**src/assert_macros.svh**
```systemverilog
// Assertion macros shared by the battery cycle relay controller RTL.
`ifndef ASSERT_MACROS_SVH
`define ASSERT_MACROS_SVH
`ifndef ASSERT_OFF
`define BCRC_ASSERT(lbl, expr, msg) \
    lbl: assert property (@(posedge clk) disable iff (!rst_n) (expr)) else $error(msg);
`define BCRC_ASSERT_NEXT(lbl, ante, cons, msg) \
    lbl: assert property (@(posedge clk) disable iff (!rst_n) (ante) |=> (cons)) else $error(msg);
`else
`define BCRC_ASSERT(lbl, expr, msg)
`define BCRC_ASSERT_NEXT(lbl, ante, cons, msg)
`endif
`endif

```
**src/bcrc_pkg.sv**
```systemverilog
// Types, constants and sizes shared by the battery cycle relay controller.
package bcrc_pkg;

    localparam int WINDOW   = 100;
    localparam int CODE_W   = 12;
    localparam int IDX_W    = $clog2(WINDOW);
    localparam int SUM_W    = CODE_W + $clog2(WINDOW);

    // floor(sum / WINDOW) as (sum * RECIP) >> RECIP_SHIFT, exact for any SUM_W-bit sum
    localparam int     RECIP_SHIFT = SUM_W + 8;
    localparam longint RECIP       = ((longint'(1) << RECIP_SHIFT) + WINDOW - 1) / WINDOW;
    localparam int     RECIP_W     = RECIP_SHIFT - $clog2(WINDOW) + 1;
    localparam int     PROD_W      = SUM_W + RECIP_W;

    localparam int IN_DEPTH  = 2;
    localparam int IPTR_W    = $clog2(IN_DEPTH);
    localparam int ICNT_W    = $clog2(IN_DEPTH + 1);
    localparam int OUT_DEPTH = 4;
    localparam int OPTR_W    = $clog2(OUT_DEPTH);
    localparam int OCNT_W    = $clog2(OUT_DEPTH + 1);
    localparam int OCC_W     = $clog2(OUT_DEPTH + 4);

    localparam int IN_FIELDS_W  = 3 * CODE_W + 2;
    localparam int IN_TDATA_W   = ((IN_FIELDS_W + 7) / 8) * 8;
    localparam int OUT_FIELDS_W = 2 * CODE_W + 5;
    localparam int OUT_TDATA_W  = ((OUT_FIELDS_W + 7) / 8) * 8;

    localparam int CFG_INDEX_W = 2;

    typedef logic [CODE_W-1:0] code_t;

    localparam code_t CHARGE_CUTOFF_RST    = code_t'(2769);
    localparam code_t DISCHARGE_CUTOFF_RST = code_t'(1868);
    localparam code_t HOT_RST              = code_t'(2851);

    typedef enum logic [CFG_INDEX_W-1:0] {
        CFG_CHARGE_CUTOFF    = 2'd0,
        CFG_DISCHARGE_CUTOFF = 2'd1,
        CFG_HOT              = 2'd2
    } cfg_index_t;

    typedef enum logic [1:0] {
        MODE_IDLE      = 2'd0,
        MODE_CHARGE    = 2'd1,
        MODE_DISCHARGE = 2'd2
    } relay_mode_t;

    typedef enum logic [1:0] {
        CMD_NONE      = 2'd0,
        CMD_IDLE      = 2'd1,
        CMD_CHARGE    = 2'd2,
        CMD_DISCHARGE = 2'd3
    } cmd_t;

    typedef struct packed {
        code_t charge_cutoff;
        code_t discharge_cutoff;
        code_t hot;
    } cfg_t;

    typedef struct packed {
        code_t       voltage;
        code_t       current;
        code_t       temp;
        logic        cmd_valid;
        relay_mode_t cmd_mode;
    } item_t;

    typedef struct packed {
        relay_mode_t mode;
        logic        relay_one;
        logic        relay_two;
        code_t       avg_voltage;
        code_t       avg_current;
        logic        window_full;
    } result_t;

endpackage

```
**src/bcrc_front.sv**
```systemverilog
// Front end: takes input items, decodes the command, and queues them for the back end.
module bcrc_front (
    input  logic                            clk,
    input  logic                            rst_n,
    input  logic                            s_tvalid,
    output logic                            s_tready,
    input  logic [bcrc_pkg::IN_TDATA_W-1:0] s_tdata,
    input  logic                            pop,
    output logic                            q_valid,
    output bcrc_pkg::item_t                 q_item
);

    bcrc_pkg::item_t              q_mem [bcrc_pkg::IN_DEPTH];
    bcrc_pkg::item_t              in_item;
    bcrc_pkg::cmd_t               cmd;
    logic [bcrc_pkg::IPTR_W-1:0]  wr_ptr_reg;
    logic [bcrc_pkg::IPTR_W-1:0]  rd_ptr_reg;
    logic [bcrc_pkg::ICNT_W-1:0]  count_reg;
    logic [bcrc_pkg::ICNT_W-1:0]  count_next;
    logic                         push;

    assign cmd = bcrc_pkg::cmd_t'(s_tdata[3*bcrc_pkg::CODE_W +: 2]);

    always_comb
    begin
        in_item.voltage = s_tdata[0 +: bcrc_pkg::CODE_W];
        in_item.current = s_tdata[bcrc_pkg::CODE_W +: bcrc_pkg::CODE_W];
        in_item.temp    = s_tdata[2*bcrc_pkg::CODE_W +: bcrc_pkg::CODE_W];
        unique case (cmd)
            bcrc_pkg::CMD_IDLE:
            begin
                in_item.cmd_valid = 1'b1;
                in_item.cmd_mode  = bcrc_pkg::MODE_IDLE;
            end
            bcrc_pkg::CMD_CHARGE:
            begin
                in_item.cmd_valid = 1'b1;
                in_item.cmd_mode  = bcrc_pkg::MODE_CHARGE;
            end
            bcrc_pkg::CMD_DISCHARGE:
            begin
                in_item.cmd_valid = 1'b1;
                in_item.cmd_mode  = bcrc_pkg::MODE_DISCHARGE;
            end
            default:
            begin
                in_item.cmd_valid = 1'b0;
                in_item.cmd_mode  = bcrc_pkg::MODE_IDLE;
            end
        endcase
    end

    assign s_tready = (count_reg != bcrc_pkg::ICNT_W'(bcrc_pkg::IN_DEPTH));
    assign push     = s_tvalid && s_tready;
    assign q_valid  = (count_reg != '0);
    assign q_item   = q_mem[rd_ptr_reg];

    always_comb
    begin
        count_next = count_reg;
        if (push && !pop)
            count_next = count_reg + 1'b1;
        else if (!push && pop)
            count_next = count_reg - 1'b1;
    end

    // depth is a power of two, so the pointers wrap on their own
    always_ff @(posedge clk or negedge rst_n)
    begin
        if (!rst_n)
        begin
            wr_ptr_reg <= '0;
            rd_ptr_reg <= '0;
            count_reg  <= '0;
        end
        else
        begin
            if (push)
                wr_ptr_reg <= wr_ptr_reg + 1'b1;
            if (pop)
                rd_ptr_reg <= rd_ptr_reg + 1'b1;
            count_reg <= count_next;
        end
    end

    always_ff @(posedge clk)
    begin
        if (push)
            q_mem[wr_ptr_reg] <= in_item;
    end

endmodule

```
**src/bcrc_back.sv**
```systemverilog
// Back end: ring memory and running sums, window average, relay state, result buffer.
`include "assert_macros.svh"

module bcrc_back (
    input  logic              clk,
    input  logic              rst_n,
    input  logic              q_valid,
    input  bcrc_pkg::item_t   q_item,
    output logic              q_pop,
    input  bcrc_pkg::cfg_t    cfg,
    output logic              m_valid,
    input  logic              m_ready,
    output bcrc_pkg::result_t m_result
);

    typedef struct packed {
        bcrc_pkg::relay_mode_t mode;
        logic                  one;
        logic                  two;
    } relay_t;

    typedef struct packed {
        bcrc_pkg::code_t       temp;
        logic                  cmd_valid;
        bcrc_pkg::relay_mode_t cmd_mode;
        logic                  wrap;
        logic                  full;
    } ctl_t;

    localparam logic [bcrc_pkg::RECIP_W-1:0] RECIP_K = bcrc_pkg::RECIP_W'(bcrc_pkg::RECIP);

    function automatic relay_t relay_step(input relay_t cur, input bcrc_pkg::code_t avg,
                                          input bcrc_pkg::cfg_t c);
        relay_t r;
        r = cur;
        unique case (cur.mode)
            bcrc_pkg::MODE_CHARGE:
            begin
                r.one = 1'b0;
                r.two = 1'b1;
                if (avg >= c.charge_cutoff)
                    r.mode = bcrc_pkg::MODE_IDLE;
            end
            bcrc_pkg::MODE_DISCHARGE:
            begin
                r.one = 1'b1;
                r.two = 1'b0;
                if (avg <= c.discharge_cutoff)
                    r.mode = bcrc_pkg::MODE_IDLE;
            end
            default:
            begin
                r.mode = bcrc_pkg::MODE_IDLE;
                r.one  = 1'b1;
                r.two  = 1'b1;
            end
        endcase
        return r;
    endfunction

    // ring: voltage in the low half, current in the high half
    logic [2*bcrc_pkg::CODE_W-1:0] ring_mem [bcrc_pkg::WINDOW];
    logic [2*bcrc_pkg::CODE_W-1:0] ring_rd_reg;

    logic                          issue;
    logic [bcrc_pkg::OCC_W-1:0]    occupancy;

    // stage B: ring update
    logic                          b_valid_reg;
    bcrc_pkg::item_t               b_item_reg;
    logic [bcrc_pkg::IDX_W-1:0]    idx_reg;
    logic [bcrc_pkg::IDX_W-1:0]    idx_next;
    logic                          full_reg;
    logic                          full_next;
    logic                          wrap;
    logic [bcrc_pkg::SUM_W-1:0]    sum_v_reg;
    logic [bcrc_pkg::SUM_W-1:0]    sum_v_next;
    logic [bcrc_pkg::SUM_W-1:0]    sum_c_reg;
    logic [bcrc_pkg::SUM_W-1:0]    sum_c_next;
    bcrc_pkg::code_t               old_v;
    bcrc_pkg::code_t               old_c;

    // stage C: divide by the window
    logic                          c_valid_reg;
    ctl_t                          c_ctl_reg;

    // stage D: relay decisions
    logic                          d_valid_reg;
    ctl_t                          d_ctl_reg;
    logic [bcrc_pkg::PROD_W-1:0]   prod_v_reg;
    logic [bcrc_pkg::PROD_W-1:0]   prod_c_reg;
    bcrc_pkg::code_t               avg_v_new;
    bcrc_pkg::code_t               avg_c_new;

    bcrc_pkg::relay_mode_t         mode_reg;
    logic                          one_reg;
    logic                          two_reg;
    bcrc_pkg::code_t               avg_v_reg;
    bcrc_pkg::code_t               avg_v_next;
    bcrc_pkg::code_t               avg_c_reg;
    bcrc_pkg::code_t               avg_c_next;
    bcrc_pkg::code_t               held_reg;
    bcrc_pkg::code_t               held_next;
    relay_t                        relay_next;
    bcrc_pkg::result_t             result;

    // result buffer
    bcrc_pkg::result_t             ofifo [bcrc_pkg::OUT_DEPTH];
    logic [bcrc_pkg::OPTR_W-1:0]   owr_reg;
    logic [bcrc_pkg::OPTR_W-1:0]   ord_reg;
    logic [bcrc_pkg::OCNT_W-1:0]   ocount_reg;
    logic [bcrc_pkg::OCNT_W-1:0]   ocount_next;
    logic                          opop;

    // items in flight plus buffered results never exceed the buffer depth
    assign occupancy = bcrc_pkg::OCC_W'(ocount_reg) + bcrc_pkg::OCC_W'(b_valid_reg)
                     + bcrc_pkg::OCC_W'(c_valid_reg) + bcrc_pkg::OCC_W'(d_valid_reg);
    // no issue while stage B holds an item: its index and ring write are not done yet
    assign issue = q_valid && !b_valid_reg
                && (occupancy < bcrc_pkg::OCC_W'(bcrc_pkg::OUT_DEPTH));
    assign q_pop = issue;

    // ---- stage B ----
    assign old_v = full_reg ? ring_rd_reg[0 +: bcrc_pkg::CODE_W] : '0;
    assign old_c = full_reg ? ring_rd_reg[bcrc_pkg::CODE_W +: bcrc_pkg::CODE_W] : '0;
    assign sum_v_next = sum_v_reg - bcrc_pkg::SUM_W'(old_v)
                      + bcrc_pkg::SUM_W'(b_item_reg.voltage);
    assign sum_c_next = sum_c_reg - bcrc_pkg::SUM_W'(old_c)
                      + bcrc_pkg::SUM_W'(b_item_reg.current);
    assign wrap      = (idx_reg == bcrc_pkg::IDX_W'(bcrc_pkg::WINDOW - 1));
    assign idx_next  = wrap ? '0 : idx_reg + 1'b1;
    assign full_next = full_reg | wrap;

    always_ff @(posedge clk)
    begin
        if (issue)
            ring_rd_reg <= ring_mem[idx_reg];
        if (b_valid_reg)
            ring_mem[idx_reg] <= {b_item_reg.current, b_item_reg.voltage};
    end

    // ---- stage D ----
    assign avg_v_new = prod_v_reg[bcrc_pkg::RECIP_SHIFT +: bcrc_pkg::CODE_W];
    assign avg_c_new = prod_c_reg[bcrc_pkg::RECIP_SHIFT +: bcrc_pkg::CODE_W];

    always_comb
    begin
        relay_next = '{mode: mode_reg, one: one_reg, two: two_reg};
        // wrap step sees the average from before this item
        if (d_ctl_reg.wrap)
            relay_next = relay_step(relay_next, avg_v_reg, cfg);
        avg_v_next = d_ctl_reg.full ? avg_v_new : avg_v_reg;
        avg_c_next = d_ctl_reg.full ? avg_c_new : avg_c_reg;
        held_next  = d_ctl_reg.full ? d_ctl_reg.temp : held_reg;
        if (held_next != '0 && held_next >= cfg.hot)
            relay_next.mode = bcrc_pkg::MODE_IDLE;
        if (d_ctl_reg.cmd_valid)
        begin
            relay_next.mode = d_ctl_reg.cmd_mode;
            relay_next      = relay_step(relay_next, avg_v_next, cfg);
        end
        result.mode        = relay_next.mode;
        result.relay_one   = relay_next.one;
        result.relay_two   = relay_next.two;
        result.avg_voltage = avg_v_next;
        result.avg_current = avg_c_next;
        result.window_full = d_ctl_reg.full;
    end

    // ---- result buffer ----
    assign m_valid  = (ocount_reg != '0);
    assign m_result = ofifo[ord_reg];
    assign opop     = m_valid && m_ready;

    always_comb
    begin
        ocount_next = ocount_reg;
        if (d_valid_reg && !opop)
            ocount_next = ocount_reg + 1'b1;
        else if (!d_valid_reg && opop)
            ocount_next = ocount_reg - 1'b1;
    end

    always_ff @(posedge clk)
    begin
        if (d_valid_reg)
            ofifo[owr_reg] <= result;
    end

    // pipeline payload
    always_ff @(posedge clk)
    begin
        if (issue)
            b_item_reg <= q_item;
        if (b_valid_reg)
        begin
            c_ctl_reg.temp      <= b_item_reg.temp;
            c_ctl_reg.cmd_valid <= b_item_reg.cmd_valid;
            c_ctl_reg.cmd_mode  <= b_item_reg.cmd_mode;
            c_ctl_reg.wrap      <= wrap;
            c_ctl_reg.full      <= full_next;
        end
        if (c_valid_reg)
        begin
            d_ctl_reg  <= c_ctl_reg;
            prod_v_reg <= bcrc_pkg::PROD_W'(sum_v_reg) * bcrc_pkg::PROD_W'(RECIP_K);
            prod_c_reg <= bcrc_pkg::PROD_W'(sum_c_reg) * bcrc_pkg::PROD_W'(RECIP_K);
        end
    end

    always_ff @(posedge clk or negedge rst_n)
    begin
        if (!rst_n)
        begin
            b_valid_reg <= 1'b0;
            c_valid_reg <= 1'b0;
            d_valid_reg <= 1'b0;
            idx_reg     <= '0;
            full_reg    <= 1'b0;
            sum_v_reg   <= '0;
            sum_c_reg   <= '0;
            mode_reg    <= bcrc_pkg::MODE_IDLE;
            one_reg     <= 1'b0;
            two_reg     <= 1'b0;
            avg_v_reg   <= '0;
            avg_c_reg   <= '0;
            held_reg    <= '0;
            owr_reg     <= '0;
            ord_reg     <= '0;
            ocount_reg  <= '0;
        end
        else
        begin
            b_valid_reg <= issue;
            c_valid_reg <= b_valid_reg;
            d_valid_reg <= c_valid_reg;
            if (b_valid_reg)
            begin
                idx_reg   <= idx_next;
                full_reg  <= full_next;
                sum_v_reg <= sum_v_next;
                sum_c_reg <= sum_c_next;
            end
            if (d_valid_reg)
            begin
                mode_reg  <= relay_next.mode;
                one_reg   <= relay_next.one;
                two_reg   <= relay_next.two;
                avg_v_reg <= avg_v_next;
                avg_c_reg <= avg_c_next;
                held_reg  <= held_next;
                owr_reg   <= owr_reg + 1'b1;
            end
            if (opop)
                ord_reg <= ord_reg + 1'b1;
            ocount_reg <= ocount_next;
        end
    end

    `BCRC_ASSERT(a_occ_bound, occupancy <= bcrc_pkg::OCC_W'(bcrc_pkg::OUT_DEPTH), "result credit overrun")
    `BCRC_ASSERT(a_push_room, !d_valid_reg || ocount_reg < bcrc_pkg::OCNT_W'(bcrc_pkg::OUT_DEPTH), "result buffer overflow")
    `BCRC_ASSERT_NEXT(a_full_sticky, full_reg, full_reg, "window full flag dropped")
    `BCRC_ASSERT(a_idx_range, {1'b0, idx_reg} < (bcrc_pkg::IDX_W + 1)'(bcrc_pkg::WINDOW), "ring index out of range")

endmodule

```
**src/battery_cycle_relay_controller.sv**
```systemverilog
// Top level of the battery cycle relay controller: config registers, front, back, packing.
//
//  channel   direction  handshake               payload
//  s_axis    in         tvalid/tready           voltage, current, temp, command
//  m_axis    out        tvalid/tready           relay mode, relay pins, averages, full
//  cfg       in         cfg_wr_en (no wait)     cutoff and hot thresholds
//
// The back end takes no new item while the last one is still in stage B: the ring
// memory is read when an item issues and written when it reaches stage B.
// Reset is asynchronous; the ring needs no clearing pass, since old ring entries are
// taken as zero until the window has filled once. Up to four results buffer at the
// output; the input stalls once they and the two-entry input queue are taken.
module battery_cycle_relay_controller (
    input  logic                                clk,
    input  logic                                rst_n,
    input  logic                                s_axis_tvalid,
    output logic                                s_axis_tready,
    // [11:0] voltage_code, [23:12] current_code, [35:24] temp_code, [37:36] command
    input  logic [bcrc_pkg::IN_TDATA_W-1:0]     s_axis_tdata,
    output logic                                m_axis_tvalid,
    input  logic                                m_axis_tready,
    // [1:0] relay_mode, [2] relay_one, [3] relay_two, [15:4] avg_voltage,
    // [27:16] avg_current, [28] window_full
    output logic [bcrc_pkg::OUT_TDATA_W-1:0]    m_axis_tdata,
    input  logic                                cfg_wr_en,
    input  logic [bcrc_pkg::CFG_INDEX_W-1:0]    cfg_index,
    input  logic [bcrc_pkg::CODE_W-1:0]         cfg_data
);

    bcrc_pkg::cfg_t    cfg_reg;
    bcrc_pkg::item_t   q_item;
    logic              q_valid;
    logic              q_pop;
    bcrc_pkg::result_t result;

    always_ff @(posedge clk or negedge rst_n)
    begin
        if (!rst_n)
        begin
            cfg_reg.charge_cutoff    <= bcrc_pkg::CHARGE_CUTOFF_RST;
            cfg_reg.discharge_cutoff <= bcrc_pkg::DISCHARGE_CUTOFF_RST;
            cfg_reg.hot              <= bcrc_pkg::HOT_RST;
        end
        else if (cfg_wr_en)
        begin
            unique case (cfg_index)
                bcrc_pkg::CFG_CHARGE_CUTOFF:    cfg_reg.charge_cutoff    <= cfg_data;
                bcrc_pkg::CFG_DISCHARGE_CUTOFF: cfg_reg.discharge_cutoff <= cfg_data;
                bcrc_pkg::CFG_HOT:              cfg_reg.hot              <= cfg_data;
                default:                        ;
            endcase
        end
    end

    bcrc_front u_front (
        .clk      (clk),
        .rst_n    (rst_n),
        .s_tvalid (s_axis_tvalid),
        .s_tready (s_axis_tready),
        .s_tdata  (s_axis_tdata),
        .pop      (q_pop),
        .q_valid  (q_valid),
        .q_item   (q_item)
    );

    bcrc_back u_back (
        .clk      (clk),
        .rst_n    (rst_n),
        .q_valid  (q_valid),
        .q_item   (q_item),
        .q_pop    (q_pop),
        .cfg      (cfg_reg),
        .m_valid  (m_axis_tvalid),
        .m_ready  (m_axis_tready),
        .m_result (result)
    );

    assign m_axis_tdata = {(bcrc_pkg::OUT_TDATA_W - bcrc_pkg::OUT_FIELDS_W)'(0),
                           result.window_full, result.avg_current, result.avg_voltage,
                           result.relay_two, result.relay_one, result.mode};

endmodule

```
**config.mk**
```make
export PLATFORM = sky130hd
export DESIGN_NAME = battery_cycle_relay_controller
export DESIGN_NICKNAME = d
export VERILOG_FILES = /design/src/bcrc_pkg.sv /design/src/bcrc_front.sv /design/src/bcrc_back.sv /design/src/battery_cycle_relay_controller.sv
export VERILOG_INCLUDE_DIRS = /design/src /design/src/src
export SDC_FILE = /design/constraint.sdc
export NUM_CORES = 2
export LEC_CHECK = 0
export BUFFER_PORTS_ARGS = -buffer_cell sky130_fd_sc_hd__buf_2
export CORE_UTILIZATION = 40
export CTS_CLUSTER_DIAMETER = 50
export CTS_CLUSTER_SIZE = 25
export DETAILED_ROUTE_END_ITERATION = 16
export PLACE_DENSITY_LB_ADDON = 0.1
export RECOVER_POWER = 100
export SYNTH_ARGS = -nofsm -noshare
export SYNTH_HDL_FRONTEND = slang
export SYNTH_SLANG_ARGS = --single-unit
export TNS_END_PERCENT = 10
```
**constraint.sdc**
```tcl
create_clock -name clk -period 16 [get_ports clk]
set_input_delay 3.2 -clock clk [delete_from_list [all_inputs] [get_ports clk]]
set_output_delay 3.2 -clock clk [all_outputs]
set_load 0.005 [all_outputs]
```
==> flow_metrics.tcl <==
set metrics [dict create \
    antenna_found_initial 17 \
    setup.worst_path.class "flop to flop" \
    clk_pin_slew_ps 70 \
    wl_per_cell_um 30.42 \
    overflow 0 \
    cts_resized 0 \
    fin_crit_sh_pct 68.45 \
    die_y_um 547.8 \
    worstSkewPairLatency_ps 910 \
    largest_reg_flops 2400 \
    ys_top_cells_by_count "edfxtp_1 (2715), a22oi_1 (740), inv_1 (654), ha_1 (432), fa_1 (274)" \
    dieArea_mm2 0.3001 \
    yosysMostFrequentCell "edfxtp_1" \
    grt_pass1_wl_mm 505.9 \
    rsz0062_at_grt "no" \
    tns_ps 0 \
    ys_top_cells_by_area "edfxtp_1 (68%), a22oi_1 (4.7%), fa_1 (4.6%)" \
    postSynthAreaPerCell_um2 16.50 \
    worst_pin_slew_ps 5581 \
    gp_congestion 0.9093 \
    cts-buffers-inserted 307 \
    syn-instance-count 7223 \
    stdcell_area_mm2 0.1355 \
    reg_top3 "u_back.ring_mem: 2400 flops, u_back.ofifo: 116 flops, u_front.q_mem: 78 flops" \
    violations "max-capacitance violations, max-slew violations" \
    ys_types 80 \
    synth_top_area_share_pct 68.42 \
    syn_area_mm2 0.1192 \
    cp-start-kind "flop" \
    synth_edf_count 2715 \
    placed_area_mm2 0.1256 \
    cp.arrival_ps 11570 \
    ctsHoldBuffers 0 \
    grt_max_degree 99 \
    max_freq_mhz 91.30 \
    outcome "complete, but fails checks" \
    die_w_um 547.8 \
    drtIter0Drc 6596 \
    fin_skew_ps 51.30 \
    max_slew_margin_pct -272.0 \
    synthArstFlopShare_pct 4.770 \
    cp_max_fo 70 \
    clock_sinks 2851 \
    vias 66808 \
    period_needed_ps 10950 \
    root_buffer "clkbuf_16" \
    first_global_vias 67626 \
    synth_warnings 0 \
    worst_ep_required_time_ps 16620 \
    regMostFlops "u_back.ring_mem" \
    drcViolationCount 0 \
    wirelength_mm 356.4 \
    drive_gt1_share_pct 11.56 \
    cp-end-kind "flop" \
    cts_tree "yes" \
    fin_nets 8277 \
    area_growth_pct 13.70 \
    yosysSeqAreaShare_pct 71.30 \
    start_util_pct 40.18 \
    clockBufferDepth 4 \
    yosys.area.top_type "edfxtp_1" \
    io_pins 93 \
    drt.antenna.violating_nets 0 \
    fp.coreArea_mm2 0.2965 \
    dr.pass1.iters 5 \
    num_rows 200 \
    grt_usage_pct 23.50 \
    synth-main-ff-cell "edfxtp_1" \
    port_buffers 87 \
    ys_ff_latch 2851 \
    maxCapViolations 148 \
    setup_violations 0 \
    cts_setup_buffers 0 \
    hpwlAfterDp_mm 212.5 \
    slew_viol_final 5138 \
    cts_max_level 5 \
    viasPerCell 5.703 \
    min_path_type "flop to flop" \
    finalHoldViolCount 0 \
]
[kinds of logic after synthesis]
family,count (synthesis),share of synthesized area (%)
AO/OA/AOI/OAI,1672,10.50
XOR/XNOR,70,0.5145
adder cells (fa/ha/maj),706,9.140
buffers and inverters,1024,3.349
flip-flops,2851,71.30
multiplexers,170,2.127
other,1,0.003147
AND/OR/NAND/NOR,729,3.066
[worst paths after layout]
| kind | start | endpoint | slack (ps) | cells after the start |
|---|---|---|---|---|
| setup reg to reg | u_back.idx_reg[1] | u_back.ring_rd_reg[9] | 5050 | 12 |
| hold reg to reg | u_back.c_ctl_reg[3] | u_back.d_ctl_reg[3] | 410 | 0 |
| max in group asynchronous | rst_n | u_front.rd_ptr_reg | 6430 | 3 |
| hold / removal | u_back.c_ctl_reg[3] | u_back.d_ctl_reg[3] | 410 | 0 |
| setup / recovery | u_back.idx_reg[1] | u_back.ring_rd_reg[9] | 5050 | 12 |
| min in group asynchronous | rst_n | u_back.avg_c_reg[1] | 2920 | 1 |
[worst max-delay path, cell delays in order (launching register included)]
cell and delay (ps):
dfrtp_2 380, clkbuf_1 970, nor3_4 440, clkbuf_1 1720
buf_12 480, clkbuf_1 2300, clkbuf_1 2190, a22oi_1 330
a31oi_1 840, a21oi_1 170, nand2_1 180, a21oi_1 130
o21ai_0 330
[cell usage in the layout (no fill, tap or decap), drive strengths merged, types with 96 or more instances in the layout]
master	n
nor2	256
edfxtp	2715
o21ai	116
fa	274
a31oi	136
inv	755
dfrtp	118
buf	134
mux2	103
a22oi	740
clkinv	96
a22o	214
ha	432
nand2	102
a221oi	211
clkbuf	540
nand4	151
[stage by stage]
step | utilization, % | worst slack [ps] | cells | hold slack, ps
floorplan | - | 8298 | 7225 | 400.3
global placement | 42.34 | 8778 | 11142 | 405.6
detailed placement | 42.34 | 8767 | 11142 | 404.5
CTS | 45.99 | 8749 | 11706 | 406.3
global route | 45.68 | 4643 | 11707 | 410.1
finish | 45.69 | 5048 | 11715 | 410.4
[per-layer routing]
metal  vias up  global-route usage [%]  wire length [µm]
met4         6                   6.868             10790
met5         -                       0                51
li1      29013                       -                 -
met1     35205                   32.18            151100
met2      2159                   38.99            171700
met3       425                   3.324             22680
[area by class of cell]
class	instances	area, µm²
sequential	2851	84970
multi-input combinational	3350	30390
clock inverter	236	2849
antenna	9	22.52
inverter	656	2462
fill	25942	161100
tap	3939	4928
clock buffer	328	7973
timing repair buffer	346	1883
Power is left out: the tool's default activity adds up to more than one toggle a clock period on the data nets, which glitch-free logic cannot reach.
